===== src/rtl/frame_jitter_bitrate_adapter_defines.svh =====
// Assertion macros shared by the frame jitter bitrate adapter RTL.
`ifndef FRAME_JITTER_BITRATE_ADAPTER_DEFINES_SVH
`define FRAME_JITTER_BITRATE_ADAPTER_DEFINES_SVH

// Clocked implication check with reset disable.
`define FJBA_ASSERT_IMP(label, clk, rst_n, ante, cons) \
  label: assert property (@(posedge clk) disable iff (!rst_n) (ante) |-> (cons)) \
    else $error("assertion failed");

// Next-cycle implication check with reset disable.
`define FJBA_ASSERT_NEXT(label, clk, rst_n, ante, cons) \
  label: assert property (@(posedge clk) disable iff (!rst_n) (ante) |=> (cons)) \
    else $error("assertion failed");

`endif


===== src/rtl/fjba_ram.sv =====
// Generic single-port-write, single-port-read RAM with registered read.
module fjba_ram #(
  parameter int unsigned Width = 32,
  parameter int unsigned Depth = 32
) (
  input  logic                     clk_i,
  input  logic                     we_i,
  input  logic [$clog2(Depth)-1:0] waddr_i,
  input  logic [Width-1:0]         wdata_i,
  input  logic [$clog2(Depth)-1:0] raddr_i,
  output logic [Width-1:0]         rdata_o
);

  logic [Width-1:0] mem_q [Depth];

  // Write and registered read.
  always_ff @(posedge clk_i) begin
    if (we_i) begin
      mem_q[waddr_i] <= wdata_i;
    end
    rdata_o <= mem_q[raddr_i];
  end

endmodule


===== config.mk =====
export PLATFORM = sky130hd
export DESIGN_NAME = fjba_ram
export DESIGN_NICKNAME = d
export VERILOG_FILES = /design/src/rtl/frame_jitter_bitrate_adapter_defines.svh /design/src/rtl/fjba_ram.sv
export SDC_FILE = /design/constraint.sdc
export NUM_CORES = 1
export LEC_CHECK = 0
export BUFFER_PORTS_ARGS = -buffer_cell sky130_fd_sc_hd__buf_2
export CAP_MARGIN = 10
export CORE_MARGIN = 10
export CORE_UTILIZATION = 50
export DETAILED_ROUTE_END_ITERATION = 12
export PLACE_DENSITY = 0.66
export SKIP_CTS_REPAIR_TIMING = 1
export SYNTH_ARGS = -nofsm -noshare
export SYNTH_HDL_FRONTEND = slang
export SYNTH_SLANG_ARGS = --single-unit
export TNS_END_PERCENT = 1

===== constraint.sdc =====
create_clock -name clk_i -period 4.8 [get_ports clk_i]
set_clock_uncertainty 0.15 [all_clocks]
set_input_delay 0.48 -clock clk_i [delete_from_list [all_inputs] [get_ports clk_i]]
set_output_delay 0.48 -clock clk_i [all_outputs]
set_load 0.005 [all_outputs]

==> flow_metrics.env <==
export IMPL_chip_height_um=305
export IMPL_area_delta_synth_final_pct=12.5
export IMPL_outcome="complete, no violations"
export IMPL_ios=76
export IMPL_vias=20600
export IMPL_post_dp_hpwl_mm=53.0
export IMPL_path_max_fanout=73
export IMPL_worstHoldStart="wdata_i[28]"
export IMPL_yosys_top_cells_area="sky130_fd_sc_hd__edfxtp_1, sky130_fd_sc_hd__mux2i_1, sky130_fd_sc_hd__a22oi_1"
export IMPL_port_buffers=75
export IMPL_min_delay_path_depth=1
export IMPL_grt_usage_pct=19.0
export IMPL_number_of_antenna_violations_at_the_first_check_in_global_routing=4
export IMPL_place_ws_ns=1.52
export IMPL_synthDominantCellAreaShare_pct=76.0
export IMPL_worst_hold_slack_ns=0.222
export IMPL_wire_per_inst_um=26.0
export IMPL_final_period_utilization_pct=56.5
export IMPL_first_pass_grt_wire_length_mm=134
export IMPL_synth_cell_types=25
export IMPL_dr_pass1_iterations=5
export IMPL_maximum_number_of_pins_on_one_net_before_global_route_repair=86
export IMPL_synth_warning_count=0
export IMPL_final_hold_violation_count=0
export IMPL_setup_worst_path_class="in2reg"
export IMPL_ant_nets=0
export IMPL_post_route_cells_drive_above_1_share_pct=12.4
export IMPL_post_route_min_period_ns=2.71
export IMPL_worst_setup_ep_type="flop"
export IMPL_max_slew_violation_count=0
export IMPL_core_region_area_mm2=0.0804
export IMPL_total_cts_buffers=103
export IMPL_first_global_vias=20800
export IMPL_via_density_per_instance=5.89
export IMPL_ys_flop_type="sky130_fd_sc_hd__edfxtp_1"
export IMPL_clock_latency_ns=0.65
export IMPL_timing_fmax_mhz=369
export IMPL_num_rows=104
export IMPL_rsz0062_at_grt="no"
export IMPL_synth_cell_area_mm2=0.0405
export IMPL_peakVddDrop_mv=0.305
export IMPL_average_instance_area_after_synthesis_um2=17.9
export IMPL_globalRoute_totalOverflow=0
export IMPL_number_of_flops_mapped_to_enable_cells_by_yosys=1024
export IMPL_power_density_mw_per_mm2=426
export IMPL_yosysMostFrequentCell="sky130_fd_sc_hd__edfxtp_1"
export IMPL_slew_headroom_pct=19.5
export IMPL_syn_nets=2304
export IMPL_cts_sinks=1056
export IMPL_h_tree_depth=3
export IMPL_max_cap_viol_count=0
export IMPL_post_route_drc_count=0
export IMPL_setup_tns_ns=0
export IMPL_crit_path_start="raddr_i[0]"
export IMPL_final_wirelength_mm=90.7
export IMPL_setup_viol=0
export IMPL_postSynthCellCount=2260
export IMPL_clock_path_buffers=3
export IMPL_critical_path_required_ns=5.13
export IMPL_die_w_um=305
export IMPL_ys_top_cells_by_count="sky130_fd_sc_hd__edfxtp_1, sky130_fd_sc_hd__mux2i_1, sky130_fd_sc_hd__nand2_1, sky130_fd_sc_hd__nand3_1"
export IMPL_initial_core_util_pct=50.3
export IMPL_worst_slack_ns=2.09
export IMPL_routabilityCongestion=0.781
export IMPL_min_path_type="in2reg"
export IMPL_sort_of_element_at_the_start_of_the_critical_path="primary input"
export IMPL_finalNetCount=2389
export IMPL_synthArstFlopShare_pct=0
export IMPL_synth_area_leader_cell="sky130_fd_sc_hd__edfxtp_1"
export IMPL_postSynthRegisterBits=1056
export IMPL_tightest_slew_ns=1.20
export IMPL_crit_reg2reg_launch="mem_q[5][27]"
export IMPL_timing_reg2reg_worst_path_depth=5
export IMPL_tritoncts="yes"
export IMPL_iter_0_drt_violations=1920
export IMPL_clock_pin_slew_worst_setup_and_hold_paths_ns=0.06
export IMPL_worstPathArrival_ns=3.05
export IMPL_finalCoreUtilization_pct=56.6
export IMPL_ys_seq_area_share_pct=77.5
export IMPL_clk_root_buffer_cell="sky130_fd_sc_hd__clkbuf_16"
export IMPL_cellLeakagePower_nw=15.8
export IMPL_floorplan_die_area_mm2=0.0928
==> layout by cell type, fill, tap and decap left out, types with 2 or more instances in the layout <==
cell type / n
sky130_fd_sc_hd__a31oi_1: 32
sky130_fd_sc_hd__inv_6: 2
sky130_fd_sc_hd__diode_2: 2
sky130_fd_sc_hd__buf_4: 21
sky130_fd_sc_hd__dfxtp_1: 32
sky130_fd_sc_hd__clkinv_1: 17
sky130_fd_sc_hd__clkbuf_1: 22
sky130_fd_sc_hd__mux2i_1: 512
sky130_fd_sc_hd__clkbuf_16: 106
sky130_fd_sc_hd__a22oi_1: 96
sky130_fd_sc_hd__or3b_2: 3
sky130_fd_sc_hd__nor2_4: 33
sky130_fd_sc_hd__nand2_1: 97
sky130_fd_sc_hd__nand3b_1: 5
sky130_fd_sc_hd__edfxtp_1: 1024
sky130_fd_sc_hd__a21oi_1: 96
sky130_fd_sc_hd__clkbuf_8: 8
sky130_fd_sc_hd__buf_2: 74
sky130_fd_sc_hd__clkinv_2: 21
sky130_fd_sc_hd__nand3_1: 98
sky130_fd_sc_hd__nand2b_2: 2
sky130_fd_sc_hd__a22o_1: 64
sky130_fd_sc_hd__buf_12: 11
sky130_fd_sc_hd__bufinv_16: 13
sky130_fd_sc_hd__nor3_1: 32
==> cells by family (layout without fill, tap and decap cells) <==
family	count (synthesis)	after routing	share of synthesized area (%)
other	0	2	0
muxes	512	512	12.7
and+or+nand+nor	277	277	3.10
AOI/OAI and AO/OA	288	288	4.85
buffers and inverters	127	298	1.86
DFF	1056	1056	77.5
==> flip-flops by register name, indices dropped and copies added (netlist names) <==
signal and count:
mem_q 1024, rdata_o 32
==> metal layers <==
metal,global-route usage (%),vias to the layer above,part of all wire (%)
met2,29.5,723,47
met5,0,-,0.014
li1,-,9163,-
met1,27.4,10600,44
met4,5.22,2,2.0
met3,3.56,124,7.6
==> report_power, final <==
group / switching, W / internal, W
sequential: 0.0000528 / 0.0103
combinational: 0.000661 / 0.000303
clock: 0.00329 / 0.00485
==> worst paths after layout <==
path	end	slack, ns
setup / recovery	rdata_o[14]	2.09
hold / removal	mem_q[9][28]	0.22
setup reg to reg	rdata_o[27]	2.89
hold reg to reg	rdata_o[16]	0.45
==> stage by stage <==
stage	power [W]	instance area, um2	instances
6_report	0.0194	45500	3493
5_1_grt	0.0200	45500	3493
4_1_cts	0.0195	45500	3491
3_5_place_dp	0.0115	42100	3300
3_3_place_gp	0.0114	42100	3300
2_1_floorplan	0.0110	40500	2260
==> worst max-delay path, cell delays in order <==
cell and delay, ns:
sky130_fd_sc_hd__buf_8 0.50, sky130_fd_sc_hd__buf_12 0.40, sky130_fd_sc_hd__buf_4 0.37, sky130_fd_sc_hd__mux2i_1 0.34
sky130_fd_sc_hd__a22oi_1 0.14, sky130_fd_sc_hd__a31oi_1 0.41, sky130_fd_sc_hd__nand3_1 0.21
==> cell type report <==
type                       instances  area [um2]
fill                            6038       34900
sequential                      1056       31400
multi-input combinational       1077        8610
clock buffer                     136        2850
tap                             1060        1330
timing repair buffer             107         763
clock inverter                    55         601
antenna                            2        5.00
Note: power is estimated with default switching activity, not from simulation.
